===== config.mk =====
export PLATFORM = sky130hd
export DESIGN_NAME = gcd_isqrt
export DESIGN_NICKNAME = d
export VERILOG_FILES = /design/src/rtl/gcd_pkg.sv /design/src/rtl/gcd_isqrt.sv
export SDC_FILE = /design/constraint.sdc
export NUM_CORES = 2
export LEC_CHECK = 0
export BUFFER_PORTS_ARGS = -buffer_cell sky130_fd_sc_hd__buf_2
export CORE_UTILIZATION = 35
export CTS_BUF_LIST = sky130_fd_sc_hd__clkbuf_4 sky130_fd_sc_hd__clkbuf_8 sky130_fd_sc_hd__clkbuf_16
export CTS_CLUSTER_DIAMETER = 100
export DETAILED_ROUTE_END_ITERATION = 8
export PLACE_DENSITY = 0.59
export REMOVE_ABC_BUFFERS = 1
export SYNTH_ARGS = -nofsm -noshare
export SYNTH_HDL_FRONTEND = slang
export SYNTH_MEMORY_MAX_BITS = 65536
export SYNTH_SLANG_ARGS = --single-unit

===== constraint.sdc =====
create_clock -name i_clk -period 5.05 [get_ports i_clk]
set_clock_uncertainty 0.1 [all_clocks]
set_input_delay 0.7575 -clock i_clk [delete_from_list [all_inputs] [get_ports i_clk]]
set_output_delay 0.7575 -clock i_clk [all_outputs]
set_load 0.05 [all_outputs]

===== src/rtl/gcd_pkg.sv =====
// ----------------------------------------------------------------------------
// gcd_pkg
// Shared constants, widths and the arctangent table for the distance pipeline
// ----------------------------------------------------------------------------
package gcd_pkg;

    localparam int CORDIC_ITERATIONS = 24;

    localparam int ROOT_STEPS = 31;

    localparam logic signed [31:0] FULL_TURN_UDEG    = 32'sd360000000;
    localparam logic signed [31:0] HALF_TURN_UDEG    = 32'sd180000000;
    localparam logic signed [31:0] QUARTER_TURN_UDEG = 32'sd90000000;

    localparam logic [31:0] PI_Q32_DIV5    = 32'd2698607541;
    localparam logic [57:0] ROUND_ANGLE    = 58'd144000000;
    localparam logic [29:0] RECIP_DIVISOR  = 30'd1000799917;
    localparam logic [17:0] ANGLE_DIVISOR  = 18'd140625;

    localparam logic signed [33:0] CORDIC_GAIN_Q30 = 34'sd652032874;
    localparam logic signed [33:0] ONE_Q30_W       = 34'sd1073741824;
    localparam logic signed [31:0] ONE_Q30         = 32'sd1073741824;
    localparam logic signed [63:0] HALF_Q30        = 64'sd536870912;
    localparam logic signed [31:0] PI_Q29          = 32'sd1686629713;
    localparam logic [60:0]        ONE_Q60         = 61'h1000_0000_0000_0000;
    localparam logic [30:0]        METERS_PER_RAD_Q8 = 31'd1630897532;
    localparam logic [61:0]        ROUND_METERS    = 62'h10_0000_0000;

    localparam logic signed [31:0] ATAN_HEAD [10] = '{
        32'sd421657428, 32'sd248918915, 32'sd131521918, 32'sd66762579,
        32'sd33510843,  32'sd16771758,  32'sd8387925,   32'sd4194219,
        32'sd2097141,   32'sd1048575
    };

    function automatic logic signed [31:0] atan_step(input int i);
        logic signed [31:0] r;
        if (i < 10) begin
            r = ATAN_HEAD[4'(i)];
        end else if (i < 30) begin
            r = 32'sd1 <<< (29 - i);
        end else begin
            r = '0;
        end
        return r;
    endfunction

endpackage


===== src/rtl/gcd_isqrt.sv =====
// ----------------------------------------------------------------------------
// gcd_isqrt
// Pipelined integer square root, one result bit per stage
// ----------------------------------------------------------------------------
module gcd_isqrt (
    input  logic        i_clk,
    input  logic        i_rst_n,
    input  logic        i_en,
    input  logic        i_v,
    input  logic [60:0] i_n,
    input  logic [31:0] i_tag,
    output logic        o_v,
    output logic [30:0] o_root,
    output logic [31:0] o_tag
);

    localparam int S = gcd_pkg::ROOT_STEPS;

    logic        r_v   [1:S];
    logic [60:0] r_n   [1:S];
    logic [60:0] r_r   [1:S];
    logic [31:0] r_tag [1:S];

    for (genvar k = 0; k < S; k++) begin : g_bit
        logic        w_v;
        logic [60:0] w_n;
        logic [60:0] w_r;
        logic [31:0] w_tag;
        logic [61:0] n_try;
        logic [61:0] n_bit;

        if (k == 0) begin : g_first
            assign w_v   = i_v;
            assign w_n   = i_n;
            assign w_r   = '0;
            assign w_tag = i_tag;
        end else begin : g_next
            assign w_v   = r_v[k];
            assign w_n   = r_n[k];
            assign w_r   = r_r[k];
            assign w_tag = r_tag[k];
        end

        assign n_bit = 62'd1 << (2 * (S - 1 - k));
        assign n_try = {1'b0, w_r} + n_bit;

        always_ff @(posedge i_clk) begin
            if (!i_rst_n) begin
                r_v[k+1] <= 1'b0;
            end else if (i_en) begin
                r_v[k+1] <= w_v;
            end
        end

        always_ff @(posedge i_clk) begin
            if (i_en) begin
                if ({1'b0, w_n} >= n_try) begin
                    r_n[k+1] <= w_n - n_try[60:0];
                    r_r[k+1] <= (w_r >> 1) + n_bit[60:0];
                end else begin
                    r_n[k+1] <= w_n;
                    r_r[k+1] <= w_r >> 1;
                end
                r_tag[k+1] <= w_tag;
            end
        end
    end

    assign o_v    = r_v[S];
    assign o_root = r_r[S][30:0];
    assign o_tag  = r_tag[S];

endmodule


==> results.toml <==
[power]
comb_power_share_pct = 16.7
power_frac_seq_pct = 48.3
power_density_nw_per_um2 = 466
switchingPower_mw = 21.6
p_int_mw = 55.1
leakage_nw = 59.6
clkPwrFrac_pct = 35.0
ir_drop_uv = 325
netSwitchingFraction_pct = 28.1

[synthesis]
synth_edf_count = 3349
yosysSeqAreaShare_pct = 70.0
yosys_warnings = 0
syn_area_um2 = 144000
synthFlopType = "edfxtp_1"
async_reset_ff_share_pct = 0
ys_ff_latch = 3349
synth_cells = 10200
yosysUniqueCellTypes = 103
synth.avg_cell_area_um2 = 14.1

[die]
io-pin-count = 161
die_h_um = 643
coreArea_um2 = 407000
die_area_um2 = 413000
fp.dieW_um = 643
start_util_pct = 35.3
fp-row-count = 234

[outcome]
status = "complete, no violations"

[timing]
timing.setup.tns_ns = 0
fmax_mhz = 224
timing.final.crit_share_pct = 88.2
relSlewSlack_pct = 19.1
setup_viol = 0
hold_viol = 0
slew_violations = 0
rsz0062_at_grt = "false"
period_minus_slack_ns = 4.45
hold_ws_ns = 0.146
worst_pin_slew_ns = 1.20

[critical_path]
crit_type = "register to register"
cp_max_fo = 59
cp.required_ns = 5.60
crit_cells = 12
path_cells = "ha_1 > o211ai_1 > a21oi_1 > o211ai_1 > a211oi_1 > o311ai_1 > a2111oi_4 > nor3_2 > buf_4 > nor4_1 > nand3_1 > xnor2_1"
rr_worst_depth = 12
cpPeakStageDelay_ns = 0.63
critPathBufInv = 1
start_kind = "register"
critical_path.top_delay_family = "compound AO/OA/AOI/OAI gates"
crit_top_cell = "o211ai_1"
end_kind = "register"
cp.arrival_ns = 5.01
critPathSlowestCell = "a2111oi_4"

[detailed_routing]
dr_total_vias = 83700
dr.first_iter.drc_count = 6810
drc = 0
wl_per_cell_um = 21.2
detail_route.vias_per_cell = 5.11
finalWirelength_mm = 348
dr.pass1.iters = 5
ant_nets = 0

[hold_path]
min-delay-path-class = "input port to register"
hold_path_depth = 1

[clock_tree]
cts_buffer_depth = 4
cts_sinks = 3349
numCtsBuffers = 366
cts_tree = "done"
postCtsSetupBuffers = 0
postCtsHoldBufs = 94
cts-root-buf = "clkbuf_16"
htreeDepth = 5
post_cts_resized = 0
clkTransAtPathRegs_ns = 0.07
clock_latency_ns = 0.97

[layout]
area_growth_pct = 14.5
multi_input_area_um2 = 39900
fin_util_pct = 40.4
nets = 11300
nFillCells = 37200
final-seq-area_um2 = 101000
drive_gt1_share_pct = 9.33
fin_cells = 16400

[placed_design]
place_hpwl_mm = 255
numPortBuffers = 160
dp_cells = 15600
place.gp.congestion = 0.919

[grt]
grt_util_all_layers_pct = 16.4
globalRoute.totalOverflow = 0
grt_pass1_wl_mm = 521
grt_pass1_vias = 83300
grt_antenna_before_repair = 12
grt_max_degree = 225

[job]
max-cap-violations = 0
## flip-flops by register name (all words and copies together) (netlist names)
signal  count
r_v        31
r_tag     992
r_r       496
r_n      1830
## stage by stage
| stage | setup WS, ns | power [mW] | area (um2) |
|---|---|---|---|
| 4_1_cts | 0.656 | 77.6 | 164000 |
| 2_1_floorplan | -0.875 | 45.1 | 143000 |
| 6_report | 0.596 | 76.7 | 164000 |
| 5_1_grt | 0.192 | 80.2 | 164000 |
| 3_5_place_dp | 0.738 | 50.3 | 151000 |
| 3_3_place_gp | 0.765 | 50.2 | 151000 |
## power groups by stage
stage	logic (mW)	registers, mW	clock network (mW)
after floorplan	8.82	36.3	0
after global placement	12.6	37.6	0
after detailed placement	12.7	37.6	0
after CTS	12.8	37.1	27.7
after global routing	14.2	37.3	28.8
final	12.8	37.0	26.9
## synth_stat cells (all sizes together), types with 47 or more instances
library cell / count / area share (%)
clkbuf: 207 / 0.54
or4: 48 / 0.26
a21o: 224 / 1.2
xnor2: 399 / 2.4
and3: 67 / 0.29
a211oi: 51 / 0.27
nor3: 274 / 0.98
a21oi: 548 / 1.9
ha: 523 / 4.6
nor2b: 82 / 0.36
nor2: 542 / 1.4
o21bai: 47 / 0.25
nor4b: 59 / 0.37
a31oi: 50 / 0.22
nand2: 694 / 1.8
nor4: 340 / 1.5
o21ai: 491 / 1.7
o21a: 79 / 0.41
edfxtp: 3349 / 70
nand2b: 106 / 0.47
inv: 632 / 1.7
mux2: 49 / 0.38
nand4: 172 / 0.77
or2: 49 / 0.21
nand3: 156 / 0.54
xor2: 408 / 2.5
or3: 83 / 0.36
## cells in the final DEF (no fill, tap or decap), types with 30 or more instances in the layout
| cell | n |
|---|---|
| a211oi_1 | 48 |
| a21o_1 | 224 |
| a21oi_1 | 547 |
| a31oi_1 | 50 |
| and2_1 | 34 |
| and3_1 | 67 |
| buf_2 | 159 |
| buf_4 | 78 |
| bufinv_16 | 38 |
| clkbuf_16 | 369 |
| clkbuf_4 | 50 |
| clkinv_1 | 67 |
| clkinv_2 | 60 |
| dlygate4sd3_1 | 94 |
| edfxtp_1 | 3349 |
| ha_1 | 523 |
| inv_1 | 631 |
| mux2_2 | 49 |
| nand2_1 | 693 |
| nand2b_1 | 105 |
| nand3_1 | 155 |
| nand4_1 | 169 |
| nor2_1 | 542 |
| nor2b_1 | 82 |
| nor3_1 | 267 |
| nor3b_1 | 30 |
| nor4_1 | 331 |
| nor4b_1 | 56 |
| o211ai_1 | 45 |
| o21a_1 | 79 |
| o21ai_0 | 485 |
| o21bai_1 | 46 |
| or2_2 | 48 |
| or3_1 | 83 |
| or4_1 | 45 |
| xnor2_1 | 399 |
| xor2_1 | 408 |
## cell families (layout without fill, tap and decap cells)
kind of cell,after synthesis,count (layout),share of synthesized area [%]
multiplexers,61,61,0.468
AO/OA/AOI/OAI,1742,1742,7.45
AND/OR/NAND/NOR,2835,2835,10.3
other,0,11,0
XOR/XNOR,807,807,4.92
buffers and inverters,862,1639,2.27
adder cells (fa/ha/maj),524,524,4.57
flip-flops,3349,3349,70.0
## worst reg2reg max path: cells and delay by family (launching register included)
family | cells | cell delay, ns
AOI/OAI and AO/OA | 6 | 1.89
and+or+nand+nor | 3 | 0.81
adders and majority gates | 1 | 0.46
DFF | 1 | 0.40
buffers and inverters | 1 | 0.32
xor gates and xnor gates | 1 | 0.15
## path summary, 6_finish.rpt
| check | end | slack (ns) | from |
|---|---|---|---|
| setup / recovery | r_n[13][60]$_DFFE_PP_ | 0.60 | r_n[12][74]$_DFFE_PP_ |
| hold / removal | r_tag[0][287]$_DFFE_PP_ | 0.15 | i_en |
| hold reg to reg | r_tag[0][624]$_DFFE_PP_ | 0.29 | r_tag[0][592]$_DFFE_PP_ |
| setup reg to reg | r_n[13][60]$_DFFE_PP_ | 0.60 | r_n[12][74]$_DFFE_PP_ |
## final cells by class
type                    instances  share of cell area [%]
multi-input cells            5969                    24.2
diodes                         11                  0.0167
flip-flops and latches       3349                    61.2
clock buffers                 419                    5.84
well taps                    5428                    4.13
clock inverters               238                    1.54
inverters                     633                    1.44
repair buffers                349                    1.63
## routing by layer
layer / GRT usage, % / routed length (um) / up-vias
met3: 2.68 / 18300 / 606
met5: 0 / 13 / -
met2: 27.9 / 169000 / 2266
met4: 5.74 / 12600 / 2
met1: 21.1 / 148000 / 41400
li1: - / - / 39500
(Power assumes the default switching activity.)
