--- config.mk ---
export PLATFORM = sky130hd
export DESIGN_NAME = gcd_sincos
export DESIGN_NICKNAME = d
export VERILOG_FILES = /design/src/rtl/gcd_pkg.sv /design/src/rtl/gcd_sincos.sv
export SDC_FILE = /design/constraint.sdc
export NUM_CORES = 1
export LEC_CHECK = 0
export ABC_CLOCK_PERIOD_IN_PS = 3900
export BUFFER_PORTS_ARGS = -buffer_cell sky130_fd_sc_hd__buf_2
export CORE_MARGIN = 2
export CORE_UTILIZATION = 53
export DETAILED_ROUTE_END_ITERATION = 12
export GPL_ROUTABILITY_DRIVEN = 0
export GPL_TIMING_DRIVEN = 0
export MAX_ROUTING_LAYER = met4
export PLACE_DENSITY = 0.77
export SYNTH_ARGS = -nofsm -noshare
export SYNTH_HDL_FRONTEND = slang
export SYNTH_SLANG_ARGS = --single-unit
--- constraint.sdc ---
create_clock -name i_clk -period 3.9 [get_ports i_clk]
set_input_delay 0.195 -clock i_clk [delete_from_list [all_inputs] [get_ports i_clk]]
set_output_delay 0.195 -clock i_clk [all_outputs]
set_load 0.02 [all_outputs]
--- src/rtl/gcd_pkg.sv ---
// ----------------------------------------------------------------------------
// gcd_pkg
// Shared constants, widths and the arctangent table for the distance pipeline
// ----------------------------------------------------------------------------
package gcd_pkg;

    localparam int CORDIC_ITERATIONS = 24;

    localparam int ROOT_STEPS = 31;

    localparam logic signed [31:0] FULL_TURN_UDEG    = 32'sd360000000;
    localparam logic signed [31:0] HALF_TURN_UDEG    = 32'sd180000000;
    localparam logic signed [31:0] QUARTER_TURN_UDEG = 32'sd90000000;

    localparam logic [31:0] PI_Q32_DIV5    = 32'd2698607541;
    localparam logic [57:0] ROUND_ANGLE    = 58'd144000000;
    localparam logic [29:0] RECIP_DIVISOR  = 30'd1000799917;
    localparam logic [17:0] ANGLE_DIVISOR  = 18'd140625;

    localparam logic signed [33:0] CORDIC_GAIN_Q30 = 34'sd652032874;
    localparam logic signed [33:0] ONE_Q30_W       = 34'sd1073741824;
    localparam logic signed [31:0] ONE_Q30         = 32'sd1073741824;
    localparam logic signed [63:0] HALF_Q30        = 64'sd536870912;
    localparam logic signed [31:0] PI_Q29          = 32'sd1686629713;
    localparam logic [60:0]        ONE_Q60         = 61'h1000_0000_0000_0000;
    localparam logic [30:0]        METERS_PER_RAD_Q8 = 31'd1630897532;
    localparam logic [61:0]        ROUND_METERS    = 62'h10_0000_0000;

    localparam logic signed [31:0] ATAN_HEAD [10] = '{
        32'sd421657428, 32'sd248918915, 32'sd131521918, 32'sd66762579,
        32'sd33510843,  32'sd16771758,  32'sd8387925,   32'sd4194219,
        32'sd2097141,   32'sd1048575
    };

    function automatic logic signed [31:0] atan_step(input int i);
        logic signed [31:0] r;
        if (i < 10) begin
            r = ATAN_HEAD[4'(i)];
        end else if (i < 30) begin
            r = 32'sd1 <<< (29 - i);
        end else begin
            r = '0;
        end
        return r;
    endfunction

endpackage

--- src/rtl/gcd_sincos.sv ---
// ----------------------------------------------------------------------------
// gcd_sincos
// Pipelined sine and cosine of an angle in microdegrees, rotation cordic
// ----------------------------------------------------------------------------
module gcd_sincos (
    input  logic               i_clk,
    input  logic               i_rst_n,
    input  logic               i_en,
    input  logic               i_v,
    input  logic signed [29:0] i_udeg,
    output logic               o_v,
    output logic signed [31:0] o_sin,
    output logic signed [31:0] o_cos
);

    localparam int N = gcd_pkg::CORDIC_ITERATIONS;

    logic [6:0]         r_fv;
    logic signed [31:0] n_d, n_m, n_r, r_r;
    logic signed [31:0] n_abs;
    logic [26:0]        n_a, r_a;
    logic               n_cn;
    logic [6:0]         r_sn, r_cn;
    logic [58:0]        r_prod;
    logic [58:0]        n_sum;
    logic [46:0]        r_m4, r_m5, r_m6, r_m7;
    logic [59:0]        r_pl;
    logic [46:0]        r_ph;
    logic [76:0]        n_q;
    logic [29:0]        r_qe6, r_qe7;
    logic [47:0]        r_t;
    logic [47:0]        n_rem;

    logic               r_v  [0:N];
    logic signed [33:0] r_x  [0:N];
    logic signed [33:0] r_y  [0:N];
    logic signed [31:0] r_z  [0:N];
    logic               r_s  [0:N];
    logic               r_c  [0:N];

    logic signed [33:0] n_xc, n_yc;
    logic               r_ov;
    logic signed [31:0] r_sin, r_cos;

    always_comb begin
        n_d = 32'(i_udeg);
        if (n_d >= gcd_pkg::FULL_TURN_UDEG) begin
            n_m = n_d - gcd_pkg::FULL_TURN_UDEG;
        end else if (n_d <= -gcd_pkg::FULL_TURN_UDEG) begin
            n_m = n_d + gcd_pkg::FULL_TURN_UDEG;
        end else begin
            n_m = n_d;
        end
        if (n_m < 0) begin
            n_r = (n_m > -gcd_pkg::HALF_TURN_UDEG) ? n_m : n_m + gcd_pkg::FULL_TURN_UDEG;
        end else begin
            n_r = (n_m > gcd_pkg::HALF_TURN_UDEG) ? n_m - gcd_pkg::FULL_TURN_UDEG : n_m;
        end
    end

    always_comb begin
        n_abs = (r_r < 0) ? -r_r : r_r;
        n_cn  = n_abs > gcd_pkg::QUARTER_TURN_UDEG;
        n_a   = n_cn ? 27'(gcd_pkg::HALF_TURN_UDEG - n_abs) : 27'(n_abs);
    end

    assign n_sum = r_prod + 59'(gcd_pkg::ROUND_ANGLE);
    assign n_q   = {r_ph, 30'd0} + 77'(r_pl);
    assign n_rem = 48'(r_m7) - r_t;

    // angle conversion: round(a * pi * 2^29 / 180e6) by reciprocal and correction
    always_ff @(posedge i_clk) begin
        if (!i_rst_n) begin
            r_fv <= '0;
        end else if (i_en) begin
            r_fv <= {r_fv[5:0], i_v};
        end
    end

    always_ff @(posedge i_clk) begin
        if (i_en) begin
            r_r    <= n_r;
            r_a    <= n_a;
            r_sn   <= {r_sn[5:1], r_r < 0, 1'b0};
            r_cn   <= {r_cn[5:1], n_cn, 1'b0};
            r_prod <= 59'(r_a) * 59'(gcd_pkg::PI_Q32_DIV5);
            r_m4   <= n_sum[57:11];
            r_pl   <= 60'(r_m4[29:0]) * 60'(gcd_pkg::RECIP_DIVISOR);
            r_ph   <= 47'(r_m4[46:30]) * 47'(gcd_pkg::RECIP_DIVISOR);
            r_m5   <= r_m4;
            r_m6   <= r_m5;
            r_qe6  <= n_q[76:47];
            r_t    <= 48'(r_qe6) * 48'(gcd_pkg::ANGLE_DIVISOR);
            r_qe7  <= r_qe6;
            r_m7   <= r_m6;
        end
    end

    always_ff @(posedge i_clk) begin
        if (!i_rst_n) begin
            r_v[0] <= 1'b0;
        end else if (i_en) begin
            r_v[0] <= r_fv[6];
        end
    end

    always_ff @(posedge i_clk) begin
        if (i_en) begin
            r_x[0] <= gcd_pkg::CORDIC_GAIN_Q30;
            r_y[0] <= '0;
            r_z[0] <= (n_rem >= 48'(gcd_pkg::ANGLE_DIVISOR)) ? 32'(r_qe7) + 32'sd1
                                                             : 32'(r_qe7);
            r_s[0] <= r_sn[6];
            r_c[0] <= r_cn[6];
        end
    end

    for (genvar i = 0; i < N; i++) begin : g_rot
        always_ff @(posedge i_clk) begin
            if (!i_rst_n) begin
                r_v[i+1] <= 1'b0;
            end else if (i_en) begin
                r_v[i+1] <= r_v[i];
            end
        end

        always_ff @(posedge i_clk) begin
            if (i_en) begin
                if (r_z[i] >= 0) begin
                    r_x[i+1] <= r_x[i] - (r_y[i] >>> i);
                    r_y[i+1] <= r_y[i] + (r_x[i] >>> i);
                    r_z[i+1] <= r_z[i] - gcd_pkg::atan_step(i);
                end else begin
                    r_x[i+1] <= r_x[i] + (r_y[i] >>> i);
                    r_y[i+1] <= r_y[i] - (r_x[i] >>> i);
                    r_z[i+1] <= r_z[i] + gcd_pkg::atan_step(i);
                end
                r_s[i+1] <= r_s[i];
                r_c[i+1] <= r_c[i];
            end
        end
    end

    always_comb begin
        n_xc = r_x[N];
        n_yc = r_y[N];
        if (n_xc > gcd_pkg::ONE_Q30_W) begin
            n_xc = gcd_pkg::ONE_Q30_W;
        end else if (n_xc < -gcd_pkg::ONE_Q30_W) begin
            n_xc = -gcd_pkg::ONE_Q30_W;
        end
        if (n_yc > gcd_pkg::ONE_Q30_W) begin
            n_yc = gcd_pkg::ONE_Q30_W;
        end else if (n_yc < -gcd_pkg::ONE_Q30_W) begin
            n_yc = -gcd_pkg::ONE_Q30_W;
        end
    end

    always_ff @(posedge i_clk) begin
        if (!i_rst_n) begin
            r_ov <= 1'b0;
        end else if (i_en) begin
            r_ov <= r_v[N];
        end
    end

    always_ff @(posedge i_clk) begin
        if (i_en) begin
            r_sin <= r_s[N] ? 32'(-n_yc) : 32'(n_yc);
            r_cos <= r_c[N] ? 32'(-n_xc) : 32'(n_xc);
        end
    end

    assign o_v   = r_ov;
    assign o_sin = r_sin;
    assign o_cos = r_cos;

endmodule

==> results of run 1 <==
## power by group through the flow
stage / Combinational, µW / Clock, µW / Sequential (µW)
after floorplan: 625 / 0 / 1740
after detailed placement: 787 / 0 / 1760
final: 873 / 1490 / 1730
after global placement: 774 / 0 / 1750
after CTS: 816 / 1520 / 1730
after global routing: 950 / 1570 / 1750
## worst reg2reg max path, cell delays in order, from the launching register on
cell	delay, ps
edfxtp_1	380
nor4_1	490
and4_1	300
nand4_1	190
or4_1	500
or3_1	400
nor2_1	140
xor2_1	150
nand4_1	100
o41ai_1	90
nand2_1	90
o32a_1	190
## cell type report
cell class | instances | area, µm² | share of cell area (%)
multi-input cells | 565 | 3910 | 40.7
flip-flops and latches | 129 | 3780 | 39.3
clock buffers | 20 | 467 | 4.85
repair buffers | 56 | 393 | 4.08
well taps | 184 | 230 | 2.39
clock inverters | 12 | 109 | 1.13
plain buffers | 101 | 677 | 7.04
inverters | 13 | 48.8 | 0.507
## Yosys cell counts (9+ instances only)
library cell,count,area [µm²]
a21o_1,10,75.1
xor2_1,16,140
nand2b_1,10,62.6
and3_1,34,213
clkbuf_1,19,71.3
o22ai_1,12,75.1
xnor2_1,25,219
dfxtp_1,9,180
a21oi_1,30,150
nand3_1,11,55.1
nor2b_1,17,106
buf_2,11,55.1
nor4_1,10,62.6
buf_4,64,480
o21ai_0,29,145
nand2_1,44,165
edfxtp_1,120,3600
o211ai_1,11,82.6
a211oi_1,9,67.6
mux2i_1,12,120
nor2_1,46,173
inv_1,13,48.8
nor3_1,14,70.1
o21a_1,13,97.6
## through the flow
step / total power [µW] / cells / hold WS (ps) / instance area [µm²] / TNS (ps)
after detailed placement: 2540 / 1021 / 391 / 8600 / -16170
after floorplan: 2360 / 809 / 294 / 8210 / 0
after global routing: 4270 / 1080 / 42.9 / 9620 / -243
after CTS: 4070 / 1071 / 25.6 / 9360 / 0
final: 4100 / 1080 / 41.3 / 9620 / 0
after global placement: 2530 / 1020 / 386 / 8570 / -16780
## flip-flops by register name (all words and copies together) (netlist names)
register / flops
o_cos: 1
o_sin: 1
o_v: 1
r_c: 25
r_cn: 6
r_fv: 7
r_r: 32
r_s: 25
r_sn: 6
r_v: 25
## final timing paths
kind | slack [ps] | cells past startpoint | endpoint
worst max-delay path | 110 | 22 | r_r[9]
worst min-delay path | 40 | 3 | r_fv[0]
worst max register to register | 640 | 11 | r_cn[1]
worst min register to register | 410 | 0 | r_sn[2]
## what timing repair did
action,CTS,global route
pin swaps,6,8
resized for setup,9,38
hold endpoints to repair,8,0
hold buffers,8,0
setup buffers,11,9
endpoints found under the setup margin,23,23
## layer usage
| layer | share of wire, % | track usage (%) | vias to the layer above |
|---|---|---|---|
| met5 | 0 | - | - |
| met4 | 3.5 | 10.7 | 0 |
| met3 | 4.9 | 4.47 | 43 |
| met2 | 47 | 34.4 | 224 |
| met1 | 45 | 29.4 | 2883 |
| li1 | - | - | 2990 |
## placed cells by master, fill, tap and decap left out, drive strengths merged, types with 5 or more instances in the layout
master / count
dlygate4sd3: 8
nand3: 12
and2: 7
edfxtp: 120
nor4: 13
a211oi: 14
o22ai: 12
a31oi: 7
a21o: 10
nand4b: 6
inv: 14
nor3b: 5
clkbuf: 38
conb: 62
a21oi: 31
nor3: 16
and3: 34
a211o: 5
o211ai: 13
clkinv: 7
nand2: 46
a22oi: 7
dfxtp: 9
nand2b: 10
o21ai: 32
ha: 5
nor2: 47
o31ai: 8
xor2: 17
buf: 131
nand4: 8
xnor2: 26
mux2i: 12
nor2b: 17
o21a: 13
or3: 7
## cell families (layout without fill, tap and decap cells)
| group | after synthesis | in the layout | synth area share [%] |
|---|---|---|---|
| XOR/XNOR | 43 | 43 | 4.91 |
| flip-flops | 129 | 129 | 47.4 |
| adder cells (fa/ha/maj) | 5 | 5 | 0.784 |
| AO/OA/AOI/OAI | 196 | 196 | 18.8 |
| AND/OR/NAND/NOR | 247 | 247 | 17.5 |
| other | 2 | 62 | 0.0941 |
| multiplexers | 12 | 12 | 1.50 |
| buffers and inverters | 115 | 202 | 9.06 |
==> flow_summary.yaml, run 1 <==
power:
  seqPwrFrac_pct: 42.3
  p_int_uw: 2950
  swShare_pct: 28.1
  power_switching_uw: 1150
  p_comb_share_pct: 21.3
  p_clk_share_pct: 36.4
  ir_drop_mv: 0.351
  power_density_mw_per_mm2: 426
  leakagePower_uw: 0.00380
timing:
  setup_ws_ps: 113
  hold_violations: 0
  tightest_slew_ps: 1110
  final_max_slew_viol_count: 0
  grt_setup_unrepaired: "yes"
  max-slew-margin-rel_pct: 26.0
  fmax_ghz: 0.264
  finClkSkew_ps: 6.54
  post-route-min-period_ps: 3790
  period_share_pct: 97.1
  setup_viol: 0
synthesis:
  synth_ff_type: "edfxtp_1"
  synthArstFlopShare_pct: 0
  ys_ff_latch: 129
  synth_cells: 749
  synth_area_per_cell_um2: 10.7
  yosysSeqAreaShare_pct: 47.4
  yosys_warnings: 0
  syn_area_mm2: 0.00798
  ys_types: 94
  synth_edf_count: 120
place:
  place_ws_ps: -805
  place_hpwl_mm: 12.2
  io_buffers: 27
critical_path:
  slowest_delay_ps: 380
  cpLargestDelayFamily: "compound AO/OA/AOI/OAI gates"
  start_kind: "input port"
  cp_slowest_cell: "a2111oi_2"
  path_cells: "buf_2, buf_4, inv_1, ha_1, nor2b_2, o21ai_2, a21o_4, a211oi_4, buf_4, buf_4, a211oi_1, o211ai_2, buf_4, a21oi_1, nor3_1, a2111oi_2, a211oi_2, buf_4, nand2_2, buf_6, nand2_1, xor2_1"
  crit_type: "input port to flip-flop"
  critical_path_buf_inv_count: 8
  timing.critical_path.mode_cell: "buf_4"
  worstPathArrival_ps: 3940
  cp-end-kind: "flip-flop"
  regToRegStartpoint: "r_r[0]"
  worstPathRequired_ps: 4050
  worstPathMaxFanout: 10
  crit_path_start: "i_udeg[9]"
floorplanning:
  dieArea_mm2: 0.0161
  initial_utilization_pct: 54.5
  io_pins: 99
  core_mm2: 0.0146
  fp.dieH_um: 127
  die_x_um: 127
  fp-row-count: 44
global_route:
  grt-ovfl-total: 0
  grt_pass1_vias: 5553
  grtUsageTotal_pct: 22.6
  grt_first_pass_wirelength_mm: 28.0
  grt_max_degree: 69
  antenna_found_initial: 0
drt:
  detail_route.wl_per_cell_um: 16.3
  drcViolationCount: 0
  vias: 6140
  drt_iter0_drc: 438
  detailedRoute.firstPassIterationCount: 5
  drt-total-wl_mm: 17.6
  vias_per_cell: 5.69
  antenna_left: 0
clock_network:
  clkSinkCount: 129
  numCtsBuffers: 17
  clock-root-buffer: "clkbuf_16"
  cts_buffer_depth: 2
  cts_tree: "built"
  path_clk_slew_ps: 60
  clk_latency_ps: 410
  cts-htree-levels: 4
run_status:
  status: "finished clean"
final_layout:
  antenna-diode-count: 0
  nets: 922
  area_growth_pct: 20.5
  drive_gt1_share_pct: 25.3
  fin_util_pct: 65.7
  fillCellCount: 1160
hold_path:
  min-delay-start: "i_v"
  hp-class: "input port to flip-flop"
run:
  maxCapViolCount: 0
Note: power is estimated with default switching activity, not from simulation.
==> run 2: changes to the inputs <==
--- a/config.mk
+++ b/config.mk
@@ -6,7 +6,7 @@
 export NUM_CORES = 1
 export LEC_CHECK = 0
 export ABC_CLOCK_PERIOD_IN_PS = 3900
-export BUFFER_PORTS_ARGS = -buffer_cell sky130_fd_sc_hd__buf_2
+export BUFFER_PORTS_ARGS = -buffer_cell sky130_fd_sc_hd__clkbuf_2
 export CORE_MARGIN = 2
 export CORE_UTILIZATION = 53
 export DETAILED_ROUTE_END_ITERATION = 12
==> flow_summary.yaml, run 2 (synthesis results as in run 1) <==
timing:
  setup_ws_ps: 113
  max-slew-margin-rel_pct: 24.7
  period_share_pct: 97.1
  hold_violations: 0
  tightest_slew_ps: 1130
  post-route-min-period_ps: 3790
  final_max_slew_viol_count: 0
  finClkSkew_ps: 11.6
  setup_viol: 0
  fmax_ghz: 0.264
  setup_tns_ps: 0
power:
  p_comb_share_pct: 21.6
  p_total_uw: 4120
  p_clk_share_pct: 36.3
  leakagePower_uw: 0.00383
  ir_drop_mv: 0.397
  p_int_uw: 2980
  swShare_pct: 27.5
  power_density_mw_per_mm2: 423
  seqPwrFrac_pct: 42.1
  power_switching_uw: 1130
drt:
  detailedRoute.firstPassIterationCount: 5
  vias_per_cell: 5.67
  vias: 6154
  drt-total-wl_mm: 17.7
  drt_iter0_drc: 442
  antenna_left: 0
  drcViolationCount: 0
  detail_route.wl_per_cell_um: 16.3
final_layout:
  layout_commonest_cell: "edfxtp_1"
  antenna-diode-count: 0
  nets: 927
  largest-register: "r_r"
  area_growth_pct: 22.0
  largest_register_ffs: 32
  fillCellCount: 1160
  final_cell_mix: "edfxtp_1, buf_4, conb_1, nor2_1, nand2_1"
  drive_gt1_share_pct: 26.4
clock_network:
  clock-root-buffer: "clkbuf_16"
  cts_buffer_depth: 2
  path_clk_slew_ps: 50
  numCtsBuffers: 17
  cts_tree: "built"
  clk_latency_ps: 400
  clkSinkCount: 129
  cts-htree-levels: 4
floorplanning:
  io_pins: 99
  initial_utilization_pct: 54.5
  fp.dieH_um: 127
  fp-row-count: 44
  die_x_um: 127
  core_mm2: 0.0146
  dieArea_mm2: 0.0161
critical_path:
  reg2reg_depth: 11
  reg2reg_to: "r_cn[1]"
  crit_type: "input port to flip-flop"
  endpoint: "r_r[22]"
  cp-end-kind: "flip-flop"
  worstPathMaxFanout: 10
  regToRegStartpoint: "r_r[0]"
  start_kind: "input port"
  slowest_delay_ps: 470
  worstPathArrival_ps: 3930
  r2r_setup_slack_ps: 660
  worstPathRequired_ps: 4040
  cp_slowest_cell: "o41ai_2"
  crit_path_start: "i_udeg[9]"
  path_cells: "clkbuf_2, buf_6, inv_1, ha_1, nor2b_2, o21ai_2, a21o_4, a211oi_4, buf_4, nor2_1, o41ai_2, o211ai_1, or2_2, a22o_2, nor2_4, buf_6, nor2_1, o2bb2ai_2, xnor2_1"
global_route:
  antenna_found_initial: 0
  grt_first_pass_wirelength_mm: 27.7
  grt_max_degree: 69
  grt-ovfl-total: 0
  grt_pass1_vias: 5502
  grtUsageTotal_pct: 22.3
place:
  io_buffers: 27
  place_ws_ps: -856
  place_hpwl_mm: 12.2
run:
  maxCapViolCount: 0
hold_path:
  min-delay-start: "i_v"
  hp-class: "input port to flip-flop"
run_status:
  status: "finished clean"
-- run 2: area by class of cell --
class / count / area, µm² / area share (%)
flip-flops and latches: 129 / 3780 / 38.8
inverters: 13 / 48.8 / 0.501
clock inverters: 9 / 109 / 1.12
well taps: 184 / 230 / 2.36
repair buffers: 60 / 425 / 4.37
clock buffers: 23 / 458 / 4.70
plain buffers: 101 / 683 / 7.01
multi-input cells: 566 / 4000 / 41.1
-- run 2: worst min-delay path by stage --
stage | depth (start not counted) | end
after CTS | 3 | r_fv[0]
after global placement | 1 | r_r[1]
final | 3 | r_fv[0]
after detailed placement | 1 | r_r[2]
after floorplan | 0 | r_r[0]
after global routing | 3 | r_fv[0]
-- run 2: power groups by stage --
stage	clock, µW	sequential (µW)	combinational, µW
floorplan	0	1740	625
global placement	0	1760	775
detailed placement	0	1760	789
CTS	1520	1730	835
global route	1580	1750	965
finish	1490	1730	890
-- run 2: critical path, delay by kind of cell --
| kind | cells | cell delay (ps) |
|---|---|---|
| adder cells (fa/ha/maj) | 1 | 250 |
| AO/OA/AOI/OAI | 7 | 1780 |
| buffers and inverters | 5 | 720 |
| XOR/XNOR | 1 | 130 |
| AND/OR/NAND/NOR | 5 | 840 |
-- run 2: what timing repair did --
action / 4_1_cts / 5_1_grt
gates cloned: 1 / 0
pin swaps: 10 / 13
gates resized for setup: 12 / 50
hold buffers: 8 / 0
endpoints found under the setup margin: 23 / 23
setup buffers: 20 / 4
hold endpoints to repair: 8 / 0
-- run 2: layer usage --
metal  global-route usage, %  share of wire [%]
met5                       -                  0
met4                    10.5                3.4
met3                    3.21                3.8
met2                    35.0                 48
met1                    28.9                 45
-- run 2: metrics by stage --
| step | hold WS (ps) | util (%) | cell area (µm²) | instances |
|---|---|---|---|---|
| detailed placement | 393 | 58.8 | 8600 | 1021 |
| global route | 75.2 | 66.5 | 9740 | 1085 |
| CTS | 42.8 | 64.7 | 9470 | 1081 |
| finish | 58.1 | 66.5 | 9740 | 1085 |
| floorplan | 294 | - | 8210 | 809 |
| global placement | 388 | 58.6 | 8570 | 1020 |
==> run 3: changes to the inputs <==
--- a/config.mk
+++ b/config.mk
@@ -7,13 +7,14 @@
 export LEC_CHECK = 0
 export ABC_CLOCK_PERIOD_IN_PS = 3900
 export BUFFER_PORTS_ARGS = -buffer_cell sky130_fd_sc_hd__clkbuf_2
+export CAP_MARGIN = 10
 export CORE_MARGIN = 2
-export CORE_UTILIZATION = 53
+export CORE_UTILIZATION = 50
 export DETAILED_ROUTE_END_ITERATION = 12
 export GPL_ROUTABILITY_DRIVEN = 0
 export GPL_TIMING_DRIVEN = 0
 export MAX_ROUTING_LAYER = met4
-export PLACE_DENSITY = 0.77
+export PLACE_DENSITY = 0.73
 export SYNTH_ARGS = -nofsm -noshare
 export SYNTH_HDL_FRONTEND = slang
 export SYNTH_SLANG_ARGS = --single-unit
==> flow_summary.yaml, run 3 (synthesis results as in run 1) <==
global_route:
  met2_usage_pct: 33.8
  grt-ovfl-total: 0
  grt_pass1_vias: 5602
  grt_first_pass_wirelength_mm: 27.8
  grtUsageTotal_pct: 21.7
  grt_max_degree: 69
  met1_usage_pct: 27.6
  met3_usage_pct: 3.65
  antenna_found_initial: 0
  top_usage_layer: "met2"
critical_path:
  regToRegStartpoint: "r_r[14]"
  path_cells: "clkbuf_2, or4_4, nor2_1, and4_2, a21oi_4, buf_6, o31ai_2, xnor2_1, nand4_1, or4_1, o211a_2, nor2_4, buf_6, nor2_1, o2bb2ai_1, xnor2_1"
  worstPathMaxFanout: 10
  crit_path_start: "i_udeg[5]"
  start_kind: "input port"
  cp-end-kind: "flip-flop"
  cp_slowest_cell: "or4_4"
  crit_type: "input port to flip-flop"
  slowest_delay_ps: 560
  worstPathArrival_ps: 3970
  worstPathRequired_ps: 4050
drt:
  detailedRoute.firstPassIterationCount: 6
  drcViolationCount: 0
  antenna_left: 0
  detail_route.wl_per_cell_um: 15.9
  vias: 6145
  vias_per_cell: 5.49
  drt_iter0_drc: 499
  drt-total-wl_mm: 17.9
floorplanning:
  core_mm2: 0.0158
  fp.dieH_um: 130
  dieArea_mm2: 0.0170
  die_x_um: 130
  initial_utilization_pct: 50.6
  io_pins: 99
  fp-row-count: 46
place:
  place_ws_ps: -951
  io_buffers: 27
  place_hpwl_mm: 12.2
power:
  p_total_uw: 4150
  power_density_mw_per_mm2: 424
  leakagePower_uw: 0.00388
  ir_drop_mv: 0.325
final_layout:
  fillCellCount: 1305
  antenna-diode-count: 0
  largest-register: "r_r"
  drive_gt1_share_pct: 26.9
  fin_util_pct: 62.1
  layout_commonest_cell: "edfxtp_1"
  seqCellArea_mm2: 0.00378
  final_cell_mix: "edfxtp_1, buf_4, conb_1, nor2_1, nand2_1"
  area_growth_pct: 22.7
  largest_register_ffs: 32
  nets: 930
  multiInputGateArea_mm2: 0.00396
clock_network:
  clk_latency_ps: 410
  cts_tree: "built"
  clkSinkCount: 129
  path_clk_slew_ps: 60
  cts_buffer_depth: 2
  cts-htree-levels: 4
  clock-root-buffer: "clkbuf_16"
  numCtsBuffers: 17
timing:
  final_max_slew_viol_count: 0
  max-slew-margin-rel_pct: 27.4
  hold_violations: 0
  period_share_pct: 97.8
  setup_viol: 0
  post-route-min-period_ps: 3810
  finClkSkew_ps: 5.85
  tightest_slew_ps: 1090
  setup_ws_ps: 85.1
  fmax_ghz: 0.262
run:
  maxCapViolCount: 0
hold_path:
  min-delay-start: "i_v"
  hp-class: "input port to flip-flop"
run_status:
  status: "finished clean"
run 3: cell count changes in the layout (fill, tap and decap cells not counted), sizes merged:
cell,delta
clkbuf,-4
bufinv,-2
a211oi,-1
inv,+8
buf,+6
clkinvlp,-4
run 3: report_power, final:
group | switching (µW) | internal [µW] | total, µW | leakage [µW]
logic | 524 | 367 | 891 | 0.00231
registers | 69.3 | 1660 | 1730 | 0.00128
clock network | 590 | 939 | 1530 | 0.000298
run 3: area by class of cell:
class,count,area share (%)
tap,216,2.76
multi-input combinational,565,40.4
clock inverter,11,0.868
clock buffer,21,5.15
sequential,129,38.6
timing repair buffer,63,4.69
buffer,102,7.00
inverter,13,0.498
run 3: critical path: cells and delay by family:
family	cells	cell delay, ps
AO/OA/AOI/OAI	4	820
XOR/XNOR	2	380
buffers and inverters	3	420
AND/OR/NAND/NOR	7	2150
run 3: final timing paths:
| path | to | slack, ps | cells past startpoint |
|---|---|---|---|
| max | r_r[22] | 90 | 16 |
| min | r_fv[0] | 40 | 3 |
| max reg2reg | r_cn[1] | 580 | 11 |
| min reg2reg | r_c[0] | 420 | 0 |
run 3: repair_timing:
item | in CTS | in global routing
setup endpoints to repair | 23 | 23
hold buffers | 8 | 0
pin swaps | 9 | 13
setup buffers | 12 | 15
hold endpoints to repair | 8 | 0
resized for setup | 12 | 52
run 3: metrics by stage:
step	TNS (ps)	area [µm²]	std cells	hold slack (ps)
2_1_floorplan	0	8210	809	294
3_3_place_gp	-21060	8610	1052	388
3_5_place_dp	-18810	8640	1053	389
4_1_cts	0	9440	1105	24.1
5_1_grt	-604	9800	1120	43.7
6_report	0	9800	1120	44.3
run 3: layer usage:
layer  part of all wire (%)  vias to the layer above
met4                    3.6                        0
met1                     44                     2877
li1                       -                     2999
met5                      0                        -
met2                     48                      223
met3                    4.5                       46
